**config.mk**
```make
export PLATFORM = sky130hd
export DESIGN_NAME = utf8_safe_row_splitter_top
export DESIGN_NICKNAME = d
export VERILOG_FILES = /design/src/rtl/usrs_pkg.sv /design/src/rtl/utf8_safe_row_splitter_top.sv /design/src/rtl/usrs_cfg.sv /design/src/rtl/usrs_core.sv /design/src/rtl/usrs_fifo.sv
export SDC_FILE = /design/constraint.sdc
export NUM_CORES = 2
export LEC_CHECK = 0
export BUFFER_PORTS_ARGS = -buffer_cell sky130_fd_sc_hd__clkbuf_2
export CAP_MARGIN = 20
export CORE_MARGIN = 1
export CORE_UTILIZATION = 35
export CTS_CLUSTER_SIZE = 28
export DETAILED_ROUTE_END_ITERATION = 10
export GPL_ROUTABILITY_DRIVEN = 1
export PLACE_DENSITY_LB_ADDON = 0.1
export SETUP_SLACK_MARGIN = 0.3
export SYNTH_ARGS = -nofsm -noshare
export SYNTH_HDL_FRONTEND = slang
export SYNTH_SLANG_ARGS = --single-unit
```
**constraint.sdc**
```tcl
create_clock -name clk -period 39.4 [get_ports clk]
set_clock_uncertainty 0.15 [all_clocks]
set_input_delay 1.97 -clock clk [delete_from_list [all_inputs] [get_ports clk]]
set_output_delay 1.97 -clock clk [all_outputs]
set_load 0.01 [all_outputs]
```
**src/rtl/usrs_pkg.sv**
```systemverilog
// ============================================================================
// usrs_pkg: shared types and constants for the UTF-8 safe row splitter
// Holds the request and result payload types, the configuration register
// set, register indexes, UTF-8 byte classes and result queue sizing.
// ============================================================================
package usrs_pkg;

    // Field widths fixed by the interface
    localparam int BYTE_W = 8;
    localparam int ADDR_W = 64;
    localparam int LEN_W  = 9;

    // Configuration port
    localparam int CFG_IDX_W = 2;
    localparam logic [CFG_IDX_W-1:0] CFG_HEX_MODE     = 2'd0;
    localparam logic [CFG_IDX_W-1:0] CFG_CHUNK_OFFSET = 2'd1;
    localparam logic [CFG_IDX_W-1:0] CFG_TOTAL_LENGTH = 2'd2;

    // UTF-8 byte classes
    localparam logic [BYTE_W-1:0] CONT_MASK  = 8'hc0;
    localparam logic [BYTE_W-1:0] CONT_TAG   = 8'h80;
    localparam logic [BYTE_W-1:0] LEAD2_LO   = 8'hc2;
    localparam logic [BYTE_W-1:0] LEAD2_HI   = 8'hdf;
    localparam logic [BYTE_W-1:0] LEAD3_LO   = 8'he0;
    localparam logic [BYTE_W-1:0] LEAD3_HI   = 8'hef;
    localparam logic [BYTE_W-1:0] LEAD4_LO   = 8'hf0;
    localparam logic [BYTE_W-1:0] LEAD4_HI   = 8'hf4;

    // Lookback window: the current byte plus three before it
    localparam int LB_DEPTH = 3;
    localparam int SEQ_W    = 3;

    // Result queue
    localparam int Q_DEPTH = 4;
    localparam int Q_PTR_W = 2;
    localparam int Q_CNT_W = 3;

    typedef struct packed {
        logic [BYTE_W-1:0] data_byte;
        logic              chunk_end;
    } in_item_t;

    typedef struct packed {
        logic [ADDR_W-1:0] row_offset;
        logic [LEN_W-1:0]  row_length;
        logic              last_row;
        logic              status;
        logic [ADDR_W-1:0] next_offset;
    } out_item_t;

    typedef struct packed {
        logic              hex_mode;
        logic [ADDR_W-1:0] chunk_offset;
        logic [ADDR_W-1:0] total_length;
    } cfg_t;

    // Result pushes from the split logic into the queue
    typedef struct packed {
        logic first;
        logic second;
    } push_t;

    function automatic logic is_cont(input logic [BYTE_W-1:0] b);
        return (b & CONT_MASK) == CONT_TAG;
    endfunction

    // Sequence length announced by a lead byte, 1 for anything else
    function automatic logic [SEQ_W-1:0] lead_len(input logic [BYTE_W-1:0] b);
        logic [SEQ_W-1:0] n;
        n = 3'd1;
        if (b >= LEAD2_LO && b <= LEAD2_HI) n = 3'd2;
        if (b >= LEAD3_LO && b <= LEAD3_HI) n = 3'd3;
        if (b >= LEAD4_LO && b <= LEAD4_HI) n = 3'd4;
        return n;
    endfunction

endpackage

```
**src/rtl/utf8_safe_row_splitter_top.sv**
```systemverilog
// ============================================================================
// utf8_safe_row_splitter_top: UTF-8 safe row splitter
// Cuts a chunk, one byte per request, into hex or UTF-8 safe text rows and
// reports each row's absolute offset and length.
// ============================================================================
// The block takes one byte per cycle unless the input stalls. An accepted
// byte goes through the input register into the split logic, whose results
// are registered in the four-entry result queue. Most bytes produce no row
// or one row; the final byte of a text chunk can produce two, which the
// queue hands out one at a time. The input stalls while the queue holds more
// than two results, so with no output stalls the block sustains one
// byte per cycle. In text mode a row is cut once the byte after it arrives
// and released three bytes later or at chunk end, because a dropped
// incomplete tail can still shorten it. A chunk that is too long or runs
// past total_length ends with one result with status 1; rows already sent
// for that chunk must be discarded by the user. Write configuration only
// while the block is idle; hex_mode is sampled at a chunk's first byte.
// ============================================================================
module utf8_safe_row_splitter_top #(
    parameter int MAX_CHUNK      = 65536,
    parameter int TEXT_ROW_WIDTH = 256,
    parameter int HEX_ROW_WIDTH  = 16
) (
    input  logic                              clk,
    input  logic                              rst_n,
    // byte requests
    input  logic                              in_valid,
    output logic                              in_stall,
    input  usrs_pkg::in_item_t                in_data,
    // row results
    output logic                              out_valid,
    input  logic                              out_stall,
    output usrs_pkg::out_item_t               out_data,
    // configuration writes
    input  logic                              cfg_valid,
    output logic                              cfg_ready,
    input  logic [usrs_pkg::CFG_IDX_W-1:0]    cfg_index,
    input  logic [usrs_pkg::ADDR_W-1:0]       cfg_data
);

    usrs_pkg::cfg_t      cfg;
    usrs_pkg::in_item_t  in_item_reg;
    logic                in_valid_reg;
    logic                space;
    logic                fire;
    usrs_pkg::push_t     push;
    usrs_pkg::out_item_t res0;
    usrs_pkg::out_item_t res1;

    // Configuration is always writable
    assign cfg_ready = 1'b1;

    usrs_cfg u_cfg (
        .clk      (clk),
        .rst_n    (rst_n),
        .wr_en    (cfg_valid && cfg_ready),
        .wr_index (cfg_index),
        .wr_data  (cfg_data),
        .cfg      (cfg)
    );

    // Hold the input register while the queue lacks room for two results
    assign fire     = in_valid_reg && space;
    assign in_stall = in_valid_reg && !space;

    always_ff @(posedge clk or negedge rst_n)
    begin
        if (!rst_n)
        begin
            in_valid_reg <= 1'b0;
        end
        else if (!in_stall)
        begin
            in_valid_reg <= in_valid;
        end
    end

    // Advance the byte payload on every accepted request
    always_ff @(posedge clk)
    begin
        if (in_valid && !in_stall)
        begin
            in_item_reg <= in_data;
        end
    end

    usrs_core #(
        .MAX_CHUNK      (MAX_CHUNK),
        .TEXT_ROW_WIDTH (TEXT_ROW_WIDTH),
        .HEX_ROW_WIDTH  (HEX_ROW_WIDTH)
    ) u_core (
        .clk   (clk),
        .rst_n (rst_n),
        .fire  (fire),
        .item  (in_item_reg),
        .cfg   (cfg),
        .push  (push),
        .res0  (res0),
        .res1  (res1)
    );

    usrs_fifo u_fifo (
        .clk       (clk),
        .rst_n     (rst_n),
        .push      (push),
        .res0      (res0),
        .res1      (res1),
        .space     (space),
        .out_valid (out_valid),
        .out_stall (out_stall),
        .out_data  (out_data)
    );

endmodule

```
**src/rtl/usrs_cfg.sv**
```systemverilog
// ============================================================================
// usrs_cfg: configuration register file
// Holds hex_mode, chunk_offset and total_length; writes to unused indexes
// are dropped.
// ============================================================================
module usrs_cfg (
    input  logic                               clk,
    input  logic                               rst_n,
    input  logic                               wr_en,
    input  logic [usrs_pkg::CFG_IDX_W-1:0]     wr_index,
    input  logic [usrs_pkg::ADDR_W-1:0]        wr_data,
    output usrs_pkg::cfg_t                     cfg
);

    usrs_pkg::cfg_t cfg_reg;
    usrs_pkg::cfg_t cfg_next;

    always_comb
    begin
        cfg_next = cfg_reg;
        if (wr_en)
        begin
            unique case (wr_index)
                usrs_pkg::CFG_HEX_MODE:     cfg_next.hex_mode     = wr_data[0];
                usrs_pkg::CFG_CHUNK_OFFSET: cfg_next.chunk_offset = wr_data;
                usrs_pkg::CFG_TOTAL_LENGTH: cfg_next.total_length = wr_data;
                default:                    cfg_next = cfg_reg;
            endcase
        end
    end

    always_ff @(posedge clk or negedge rst_n)
    begin
        if (!rst_n)
        begin
            cfg_reg <= '0;
        end
        else
        begin
            cfg_reg <= cfg_next;
        end
    end

    assign cfg = cfg_reg;

endmodule

```
**src/rtl/usrs_core.sv**
```systemverilog
// ============================================================================
// usrs_core: row split logic
// Processes one byte per fire: tracks chunk position, row start, pending
// text cut and reject flag, and forms up to two result rows.
// ============================================================================
module usrs_core #(
    parameter int MAX_CHUNK      = 65536,
    parameter int TEXT_ROW_WIDTH = 256,
    parameter int HEX_ROW_WIDTH  = 16
) (
    input  logic                  clk,
    input  logic                  rst_n,
    input  logic                  fire,
    input  usrs_pkg::in_item_t    item,
    input  usrs_pkg::cfg_t        cfg,
    output usrs_pkg::push_t       push,
    output usrs_pkg::out_item_t   res0,
    output usrs_pkg::out_item_t   res1
);

    localparam int POS_W = $clog2(MAX_CHUNK + 1);
    localparam int TXT_W = $clog2(TEXT_ROW_WIDTH + 1);
    localparam int HEX_W = $clog2(HEX_ROW_WIDTH + 1);
    localparam int MW1   = (POS_W > TXT_W) ? POS_W : TXT_W;
    localparam int CW    = ((MW1 > HEX_W) ? MW1 : HEX_W) + 1;
    localparam int AW    = usrs_pkg::ADDR_W;
    localparam int LW    = usrs_pkg::LEN_W;

    // control state
    logic [POS_W-1:0] pos_reg;
    logic [POS_W-1:0] rb_reg;
    logic             rej_reg;
    logic             hex_reg;
    logic             pv_reg;
    // pending row and lookback payload
    logic [POS_W-1:0] pb_reg;
    logic [POS_W-1:0] pc_reg;
    logic [POS_W-1:0] pn_reg;
    logic [usrs_pkg::BYTE_W-1:0] lb_reg [0:usrs_pkg::LB_DEPTH-1];

    logic [usrs_pkg::BYTE_W-1:0] lb_new [0:usrs_pkg::LB_DEPTH];
    logic [usrs_pkg::LB_DEPTH:0] cont;
    logic [usrs_pkg::SEQ_W-1:0]  lead [0:usrs_pkg::LB_DEPTH];

    logic [CW-1:0]    idx_c;
    logic             fin;
    logic             hex_next;
    logic             rej_next;
    logic             emit_pend;
    logic             pv_mid;
    logic             set_pend;
    logic             hex_emit;
    logic [1:0]       kc;
    logic [POS_W-1:0] cut;
    logic             pv_next;
    logic [POS_W-1:0] pb_next;
    logic [POS_W-1:0] pc_next;
    logic [POS_W-1:0] pn_next;
    logic [POS_W-1:0] rb_next;
    logic [POS_W-1:0] pos_next;

    logic [AW-1:0]    size;
    logic             bad;
    logic             tail_open;
    logic             c0;
    logic             c1;
    logic             c2;
    logic [1:0]       k2;
    logic             skip3;
    logic             trim;
    logic [POS_W-1:0] kept;
    logic             split_two;

    logic [POS_W-1:0] base0;
    logic [POS_W-1:0] len0;
    logic             last0;
    logic [AW-1:0]    next_off;

    always_comb
    begin
        lb_new[0] = item.data_byte;
        for (int j = 1; j <= usrs_pkg::LB_DEPTH; j++)
        begin
            lb_new[j] = lb_reg[j-1];
        end
        for (int j = 0; j <= usrs_pkg::LB_DEPTH; j++)
        begin
            cont[j] = usrs_pkg::is_cont(lb_new[j]);
            lead[j] = usrs_pkg::lead_len(lb_new[j]);
        end
    end

    always_comb
    begin
        idx_c    = CW'(pos_reg);
        fin      = item.chunk_end;
        hex_next = (pos_reg == '0 && !rej_reg) ? cfg.hex_mode : hex_reg;
        rej_next = rej_reg || (idx_c >= CW'(MAX_CHUNK));

        // emit a deferred text row three bytes after its cut was chosen
        emit_pend = !rej_next && !hex_next && pv_reg && !fin &&
                    (idx_c >= CW'(pn_reg) + CW'(3));
        pv_mid    = pv_reg && !rej_next && !emit_pend;
        set_pend  = !rej_next && !hex_next && !pv_mid &&
                    (idx_c >= CW'(rb_reg) + CW'(TEXT_ROW_WIDTH));
        hex_emit  = !rej_next && hex_next && !fin &&
                    (idx_c + CW'(1) >= CW'(rb_reg) + CW'(HEX_ROW_WIDTH));

        // back the cut over trailing continuation bytes of an open sequence
        if (cont[0] && cont[1] && cont[2])
            kc = 2'd3;
        else if (cont[0] && cont[1])
            kc = 2'd2;
        else if (cont[0])
            kc = 2'd1;
        else
            kc = 2'd0;
        cut = (kc != 2'd0 && lead[kc] > {1'b0, kc}) ? pos_reg - POS_W'(kc) : pos_reg;

        pv_next  = set_pend ? 1'b1 : pv_mid;
        pb_next  = set_pend ? rb_reg : pb_reg;
        pc_next  = set_pend ? cut : pc_reg;
        pn_next  = set_pend ? pos_reg : pn_reg;
        rb_next  = set_pend ? cut : (hex_emit ? pos_reg + POS_W'(1) : rb_reg);
        pos_next = (pos_reg != POS_W'(MAX_CHUNK)) ? pos_reg + POS_W'(1) : pos_reg;
    end

    // chunk end: reject check and trimming of an incomplete tail
    always_comb
    begin
        size      = AW'(pos_reg) + AW'(1);
        bad       = rej_next || (cfg.chunk_offset > cfg.total_length) ||
                    (size > cfg.total_length - cfg.chunk_offset);
        tail_open = !hex_next && (cfg.chunk_offset + size < cfg.total_length);
        c0 = (pos_reg > POS_W'(0)) && cont[0];
        c1 = c0 && (pos_reg > POS_W'(1)) && cont[1];
        c2 = c1 && (pos_reg > POS_W'(2)) && cont[2];
        if (c2)
            k2 = 2'd3;
        else if (c1)
            k2 = 2'd2;
        else if (c0)
            k2 = 2'd1;
        else
            k2 = 2'd0;
        skip3 = (k2 == 2'd3) && (pos_reg > POS_W'(3)) && cont[3];
        trim  = tail_open && !skip3 &&
                (lead[k2] > usrs_pkg::SEQ_W'(k2) + usrs_pkg::SEQ_W'(1));
        kept  = trim ? pos_reg - POS_W'(k2) : pos_reg + POS_W'(1);
        split_two = !hex_next && pv_next && (pn_next < kept);
    end

    // first result slot
    always_comb
    begin
        base0 = rb_next;
        len0  = '0;
        last0 = 1'b0;
        if (fin)
        begin
            last0 = 1'b1;
            if (!hex_next && pv_next)
            begin
                base0 = pb_next;
                if (split_two)
                begin
                    len0  = pc_next - pb_next;
                    last0 = 1'b0;
                end
                else
                begin
                    len0 = kept - pb_next;
                end
            end
            else
            begin
                len0 = (kept > rb_next) ? kept - rb_next : '0;
            end
        end
        else if (hex_emit)
        begin
            base0 = rb_reg;
            len0  = pos_reg + POS_W'(1) - rb_reg;
        end
        else
        begin
            base0 = pb_reg;
            len0  = pc_reg - pb_reg;
        end

        next_off = cfg.chunk_offset + AW'(kept);

        res0.row_offset  = cfg.chunk_offset + AW'(base0);
        res0.row_length  = LW'(len0);
        res0.last_row    = last0;
        res0.status      = 1'b0;
        res0.next_offset = last0 ? next_off : '0;
        if (fin && bad)
        begin
            res0.row_offset  = '0;
            res0.row_length  = '0;
            res0.last_row    = 1'b1;
            res0.status      = 1'b1;
            res0.next_offset = '0;
        end

        res1.row_offset  = cfg.chunk_offset + AW'(pc_next);
        res1.row_length  = LW'(kept - pc_next);
        res1.last_row    = 1'b1;
        res1.status      = 1'b0;
        res1.next_offset = next_off;

        push.first  = fire && (fin || emit_pend || hex_emit);
        push.second = fire && fin && !bad && split_two;
    end

    always_ff @(posedge clk or negedge rst_n)
    begin
        if (!rst_n)
        begin
            pos_reg <= '0;
            rb_reg  <= '0;
            rej_reg <= 1'b0;
            hex_reg <= 1'b0;
            pv_reg  <= 1'b0;
        end
        else if (fire)
        begin
            hex_reg <= hex_next;
            if (fin)
            begin
                pos_reg <= '0;
                rb_reg  <= '0;
                rej_reg <= 1'b0;
                pv_reg  <= 1'b0;
            end
            else
            begin
                pos_reg <= pos_next;
                rb_reg  <= rb_next;
                rej_reg <= rej_next;
                pv_reg  <= pv_next;
            end
        end
    end

    always_ff @(posedge clk)
    begin
        if (fire)
        begin
            pb_reg <= pb_next;
            pc_reg <= pc_next;
            pn_reg <= pn_next;
            for (int j = 0; j < usrs_pkg::LB_DEPTH; j++)
            begin
                lb_reg[j] <= lb_new[j];
            end
        end
    end

endmodule

```
**src/rtl/usrs_fifo.sv**
```systemverilog
// ============================================================================
// usrs_fifo: result queue
// Four-entry queue taking up to two results per cycle and handing out one
// while out_stall is low; reports room for a full two-result push.
// ============================================================================
module usrs_fifo (
    input  logic                  clk,
    input  logic                  rst_n,
    input  usrs_pkg::push_t       push,
    input  usrs_pkg::out_item_t   res0,
    input  usrs_pkg::out_item_t   res1,
    output logic                  space,
    output logic                  out_valid,
    input  logic                  out_stall,
    output usrs_pkg::out_item_t   out_data
);

    localparam int PW = usrs_pkg::Q_PTR_W;
    localparam int NW = usrs_pkg::Q_CNT_W;

    usrs_pkg::out_item_t mem [0:usrs_pkg::Q_DEPTH-1];

    logic [PW-1:0] wr_reg;
    logic [PW-1:0] wr_next;
    logic [PW-1:0] rd_reg;
    logic [PW-1:0] rd_next;
    logic [NW-1:0] cnt_reg;
    logic [NW-1:0] cnt_next;
    logic          pop;
    logic [NW-1:0] push_n;

    always_comb
    begin
        pop      = out_valid && !out_stall;
        push_n   = NW'(push.first) + NW'(push.second);
        wr_next  = wr_reg + PW'(push_n);
        rd_next  = rd_reg + PW'(pop);
        cnt_next = cnt_reg + push_n - NW'(pop);
    end

    always_ff @(posedge clk or negedge rst_n)
    begin
        if (!rst_n)
        begin
            wr_reg  <= '0;
            rd_reg  <= '0;
            cnt_reg <= '0;
        end
        else
        begin
            wr_reg  <= wr_next;
            rd_reg  <= rd_next;
            cnt_reg <= cnt_next;
        end
    end

    always_ff @(posedge clk)
    begin
        if (push.first)
        begin
            mem[wr_reg] <= res0;
        end
        if (push.second)
        begin
            mem[wr_reg + PW'(1)] <= res1;
        end
    end

    assign space     = cnt_reg <= NW'(usrs_pkg::Q_DEPTH - 2);
    assign out_valid = cnt_reg != '0;
    assign out_data  = mem[rd_reg];

endmodule

```
Word-level counts from Yosys, hierarchy flattened
Memory sizes are Yosys's and may differ from the RTL's.
Cells that the tools add are included.
{"block": "word_totals", "reg_bits": 234, "ram_bits": 580, "in_bits": 80, "output_inout_bits": 142, "mem_count": 2}
{"memory": "u_fifo.mem", "words": 4, "word_bits": 139, "read_ports": 1, "rd_clocked_by_memory_dff": 0, "write_ports": 2, "line": "usrs_fifo.sv:21", "text": "usrs_pkg::out_item_t mem [0:usrs_pkg::Q_DEPTH-1];"}
{"memory": "u_core.lb_reg", "words": 3, "word_bits": 8, "read_ports": 3, "rd_clocked_by_memory_dff": 0, "write_ports": 3, "line": "usrs_core.sv:39", "text": "logic [usrs_pkg::BYTE_W-1:0] lb_reg [0:usrs_pkg::LB_DEPTH-1];"}
{"block": "op_classes", "add_sub_neg": 26, "order_cmp": 42, "eq_ne": 8, "muxes": 57, "bitwise_logic": 2, "n_reduce_logical": 73}
{"op": "$mux W17", "count": 13}
{"op": "$add A64 B17 Y64", "count": 3}
{"op": "$mux W139", "count": 1}
{"op": "$gt A64 B64 Y1", "count": 2}
{"op": "$ge A8 B8 Y1 const B", "count": 12}
{"op": "$le A8 B8 Y1 const B", "count": 12}
{"op": "$add A64 B64 Y64", "count": 1}
{"op": "$lt A64 B64 Y1", "count": 1}
{"op": "$mux W64", "count": 1}
{"op": "$sub A64 B64 Y64", "count": 1}
{"op": "$sub A9 B9 Y9", "count": 6}
{"op": "$logic_and A1 B1 Y1", "count": 48}
{"op": "$mux W9", "count": 5}
{"op": "$add A17 B1 Y18 const B", "count": 2}
{"op": "$ge A17 B18 Y1", "count": 2}
{"op": "$gt A17 B1 Y1 const B", "count": 2}
{"op": "$gt A17 B2 Y1 const B", "count": 2}
{"op": "$sub A17 B2 Y17", "count": 2}
{"op": "$mux W3", "count": 10}
{"op": "$mux W2", "count": 10}
{"op": "$add A17 B2 Y18 const B", "count": 1}
{"op": "$add A17 B5 Y18 const B", "count": 1}
{"op": "$add A17 B9 Y18 const B", "count": 1}
{"op": "$ge A18 B18 Y1", "count": 1}
{"op": "28 further kinds", "count": 68}

Logic depth before layout (Yosys ltp)
{"block": "logic_depth", "depth_word": 21, "depth_mapped": 61}

Hierarchy
From an unflattened synthesis, not the netlist that was laid out.
{"block": "unflattened", "hier_cells": 4979, "area_unflattened_um2": 56874.5}
{"module": "usrs_fifo", "n_inst": 1, "cells_each": 1384, "area_per_inst_um2": 27157.3, "seq_area_each_um2": 16871.2}
{"module": "usrs_core", "n_inst": 1, "cells_each": 3303, "area_per_inst_um2": 23955.5, "seq_area_each_um2": 3178.0}
{"module": "usrs_cfg", "n_inst": 1, "cells_each": 275, "area_per_inst_um2": 5416.4, "seq_area_each_um2": 3228.1}
{"module": "utf8_safe_row_splitter_top", "n_inst": 1, "cells_each": 17, "area_per_inst_um2": 345.3, "seq_area_each_um2": 295.3}

Worst setup path before layout
No wires, ideal clock.
{"block": "synth_path", "kind": "reg-to-reg", "start": "reg u_core.pos_reg[0]", "end": "mem u_fifo.mem[1][0] (netlist name), enable pin", "setup_time_ns": 0.501, "arrival_time_ns": 11.708, "required_ns": 38.749, "setup_slack_ns": 27.041, "path_stages_with_launch": 49, "n_path_buf": 7, "period_less_slack_ns": 12.359, "cell_sequence": "dfrtp_1 clkbuf_1 inv_1 ha_1 ha_1 a21o_1 a21oi_1 o21bai_1 a21oi_1 o21bai_1 a21oi_1 o21bai_1 a2111oi_0 o31a_1 o21ai_0 nand2_1 or2_2 clkbuf_1 [13 not listed] xor2_1 ha_1 a21o_1 a21oi_1 nor2b_1 o21ai_0 a21oi_1 o21bai_1 nand3_1 a2111oi_0 a21boi_1 and2_1 buf_4 nand4_1 buf_2 clkbuf_1 buf_2 nand2_1"}
{"item": "from (decl)", "line": "usrs_core.sv:30", "text": "logic [POS_W-1:0] pos_reg;"}
{"item": "from (signal assigned)", "line": "usrs_core.sv:239", "text": "pos_reg <= pos_next;"}
{"item": "to (decl)", "line": "usrs_fifo.sv:21"}

==> flow_metrics.env <==
export IMPL_p_int_uw=2268
export IMPL_fmax_ghz=0.07502
export IMPL_initial_utilization_pct=35.32
export IMPL_h_tree_depth=3
export IMPL_timing_rr_start="u_core.pos_reg[2]$_DFFE_PN0P_"
export IMPL_grt_pass1_vias=44220
export IMPL_register_area_um2=23500
export IMPL_crit_slowest_cell="buf_4"
export IMPL_slew_headroom_pct=20.62
export IMPL_worstPathRequired_ns=39.62
export IMPL_setup_viol=0
export IMPL_max_cap_viol_count=0
export IMPL_period_share_pct=33.83
export IMPL_ir_drop_mv=0.04423
export IMPL_antenna_found_initial=3
export IMPL_yosys_area_top_type="edfxtp_1"
export IMPL_rrSetupSlack_ns=26.07
export IMPL_cts_buffer_depth=3
export IMPL_tightestPinTransition_ns=1.180
export IMPL_finalHoldViolations=0
export IMPL_ys_ff_latch=814
export IMPL_clockRootBuffer="clkbuf_16"
export IMPL_grt_total_usage_pct=27.57
export IMPL_holdWs_ns=0.2969
export IMPL_synth_common_cells="632 x edfxtp_1, 600 x nor2_1, 515 x nand2_1, 390 x o21ai_0, 387 x a21oi_1"
export IMPL_dpl_hpwl_um=167400
export IMPL_worstSkewPairLatency_ns=0.75
export IMPL_max_stage_delay_ns=0.78
export IMPL_gp_congestion=0.9598
export IMPL_p_leak_uw=0.02327
export IMPL_yosysSeqAreaShare_pct=42.48
export IMPL_row_count=145
export IMPL_yosysMostFrequentCell="edfxtp_1"
export IMPL_status="finished clean"
export IMPL_wirelength_um=224100
export IMPL_fin_setup_tns_ns=0
export IMPL_grtUsageMet2_pct=40.83
export IMPL_use_met3_pct=4.488
export IMPL_r2r_end="u_fifo.mem[2][61]$_DFFE_PP_"
export IMPL_numCtsBuffers=96
export IMPL_fp_dieW_um=399.5
export IMPL_cts_tree="yes"
export IMPL_gr_usage_met1_pct=41.31
export IMPL_syn_area_um2=55300
export IMPL_power_density_nw_per_um2=66.11
export IMPL_syn_num_nets=6056
export IMPL_switchingPower_uw=1820
export IMPL_first_pass_iters=5
export IMPL_largest_reg_flops=556
export IMPL_ys_flop_type="edfxtp_1"
export IMPL_grt_first_pass_wirelength_um=319800
export IMPL_rsz0062_at_grt="false"
export IMPL_post_cts_setup_buffers=0
export IMPL_critPathKind="flop to flop"
export IMPL_layout_nets=6155
export IMPL_syn_avg_cell_area_um2=9.852
export IMPL_ant_nets=0
export IMPL_multi_input_area_um2=29560
export IMPL_core_um2=156600
export IMPL_async_flop_share_pct=21.38
export IMPL_dr_total_vias=46610
export IMPL_synth_edf_count=632
export IMPL_slew_viol_final=0
export IMPL_numClockSinks=814
export IMPL_cts_hold_buf=0
export IMPL_drt_first_iter_violations=5208
export IMPL_seqPwrFrac_pct=28.9
export IMPL_worstHoldStart="in_item_reg[1]$_DFFE_PP_"
export IMPL_n_antenna_cell=0
export IMPL_critical_path_peak_fanout=59
export IMPL_switching_share_pct=44.52
export IMPL_io_buffers=220
export IMPL_pin_count=222
export IMPL_die_area_um2=159600
export IMPL_cp_end_kind="flop"
export IMPL_wire_per_inst_um=28.53
export IMPL_grt_remaining_overflow=0
export IMPL_synth_cell_types=101
export IMPL_grt_start_max_net_pins=70
export IMPL_fill_cells=15540
export IMPL_hold_depth=0
export IMPL_fp_dieH_um=399.5
export IMPL_post_route_min_period_ns=13.33
export IMPL_grt_most_used_layer="met1"
export IMPL_pwr_share_clk_pct=22.3
export IMPL_netlist_instances=5613
export IMPL_cts_resized=0
export IMPL_drive_above_1_share_pct=14.39
export IMPL_holdPathEnd="u_core.lb_reg[0][0]$_DFFE_PP_"
export IMPL_synth_area_leaders="edfxtp_1 34%, ha_1 7.9%, dfrtp_1 7.9%, mux4_2 5.7%, nor2_1 4.1%"
export IMPL_hold_class="flop to flop"
export IMPL_combPwrFrac_pct=48.8
export IMPL_yosys_warnings=0
export IMPL_area_growth_synth_to_final_pct=11.83
export IMPL_worst_r2r_cell_count=48
export IMPL_synth_top_area_share_pct=34.32
export IMPL_cp_arrival_ns=13.55
export IMPL_via_per_inst=5.936
export IMPL_startpoint_type="flop"
export IMPL_drc=0
export IMPL_path_clk_slew_ns=0.06
cells by family after synthesis:
logic type / count (synthesis) / synth area share, %
xor gates and xnor gates: 285 / 4.514
and+or+nand+nor: 1768 / 14.61
DFF: 814 / 42.48
AOI/OAI and AO/OA: 1446 / 16.22
adders and majority gates: 363 / 8.390
other: 1 / 0.006782
buffers and inverters: 607 / 4.362
muxes: 329 / 9.415
critical path: cells and delay by family (launching register included):
kind	cells	cell delay (ns)
simple gates	19	4.33
compound gates	17	3.40
buf+inv	6	2.43
fa+ha+maj	3	0.92
xor+xnor	3	0.78
flops	1	0.74
power by group through the flow:
stage               registers (µW)  logic (µW)  clock network (µW)
floorplan                     1130        1280                   0
global placement              1200        1960                   0
detailed placement            1210        1960                   0
CTS                           1190        1970                 929
global route                  1190        2150                 958
finish                        1180        1990                 913
worst max-delay path by stage:
stage	startpoint	endpoint	slack, ns	cells after the start
after floorplan	u_core.pos_reg[0]$_DFFE_PN0P_	u_fifo.mem[1][0]$_DFFE_PP_	27.04	48
after global placement	u_core.pos_reg[0]$_DFFE_PN0P_	u_fifo.mem[0][42]$_DFFE_PP_	26.44	46
after detailed placement	u_core.pos_reg[2]$_DFFE_PN0P_	u_fifo.mem[0][42]$_DFFE_PP_	26.19	48
after CTS	u_core.pos_reg[2]$_DFFE_PN0P_	u_fifo.mem[0][62]$_DFFE_PP_	26.13	48
after global routing	u_core.pos_reg[2]$_DFFE_PN0P_	u_fifo.mem[2][59]$_DFFE_PP_	25.01	48
final	u_core.pos_reg[2]$_DFFE_PN0P_	u_fifo.mem[2][61]$_DFFE_PP_	26.07	48
stage by stage:
stage | utilization (%) | instances | cell area (µm²) | setup WS [ns] | power [µW]
final | 39.49 | 7853 | 61840 | 26.07 | 4088
after global routing | 39.49 | 7853 | 61840 | 25.01 | 4303
after CTS | 39.46 | 7850 | 61790 | 26.13 | 4084
after detailed placement | 37.41 | 7669 | 58560 | 26.19 | 3165
after global placement | 37.39 | 7666 | 58540 | 26.44 | 3163
after floorplan | - | 5613 | 55300 | 27.04 | 2412
cell usage in the layout (no fill, tap or decap), types with 18 or more instances in the layout:
| cell | Yosys | final |
|---|---|---|
| a211oi_1 | 69 | 69 |
| a21o_1 | 77 | 77 |
| a21oi_1 | 387 | 387 |
| a31oi_1 | 68 | 68 |
| and2_1 | 38 | 38 |
| and3_1 | 40 | 40 |
| buf_4 | 8 | 100 |
| clkbuf_1 | 213 | 19 |
| clkbuf_16 | 0 | 99 |
| clkbuf_2 | 1 | 219 |
| clkinv_1 | 19 | 33 |
| clkinv_2 | 0 | 18 |
| dfrtp_1 | 174 | 172 |
| edfxtp_1 | 632 | 632 |
| ha_1 | 350 | 350 |
| inv_1 | 264 | 264 |
| mux2_2 | 139 | 139 |
| mux2i_1 | 51 | 51 |
| mux4_2 | 139 | 139 |
| nand2_1 | 515 | 509 |
| nand2b_1 | 39 | 38 |
| nand3_1 | 148 | 147 |
| nand4_1 | 97 | 97 |
| nor2_1 | 600 | 596 |
| nor2b_1 | 32 | 32 |
| nor3_1 | 116 | 116 |
| nor4_1 | 29 | 28 |
| o211ai_1 | 31 | 31 |
| o21a_1 | 50 | 50 |
| o21ai_0 | 390 | 388 |
| o21ai_1 | 40 | 40 |
| o21bai_1 | 24 | 23 |
| o22ai_1 | 74 | 74 |
| o31ai_1 | 51 | 49 |
| or2_2 | 19 | 19 |
| or3_1 | 32 | 32 |
| xnor2_1 | 197 | 197 |
| xor2_1 | 88 | 88 |
cell type report:
class                           count  share of cell area, %
Clock inverter                     60                  1.022
Sequential cell                   814                  38.00
Timing Repair Buffer              324                  3.098
Inverter                          284                  1.726
Tap cell                         2058                  4.164
Multi-Input combinational cell   4192                  47.80
Clock buffer                      121                  4.188
metal layers:
layer	wire length (µm)	up-vias
met4	5614	0
li1	-	21030
met3	17520	301
met2	95520	2079
met5	0	-
met1	105400	23200
Power figures use the tool's default switching activity.
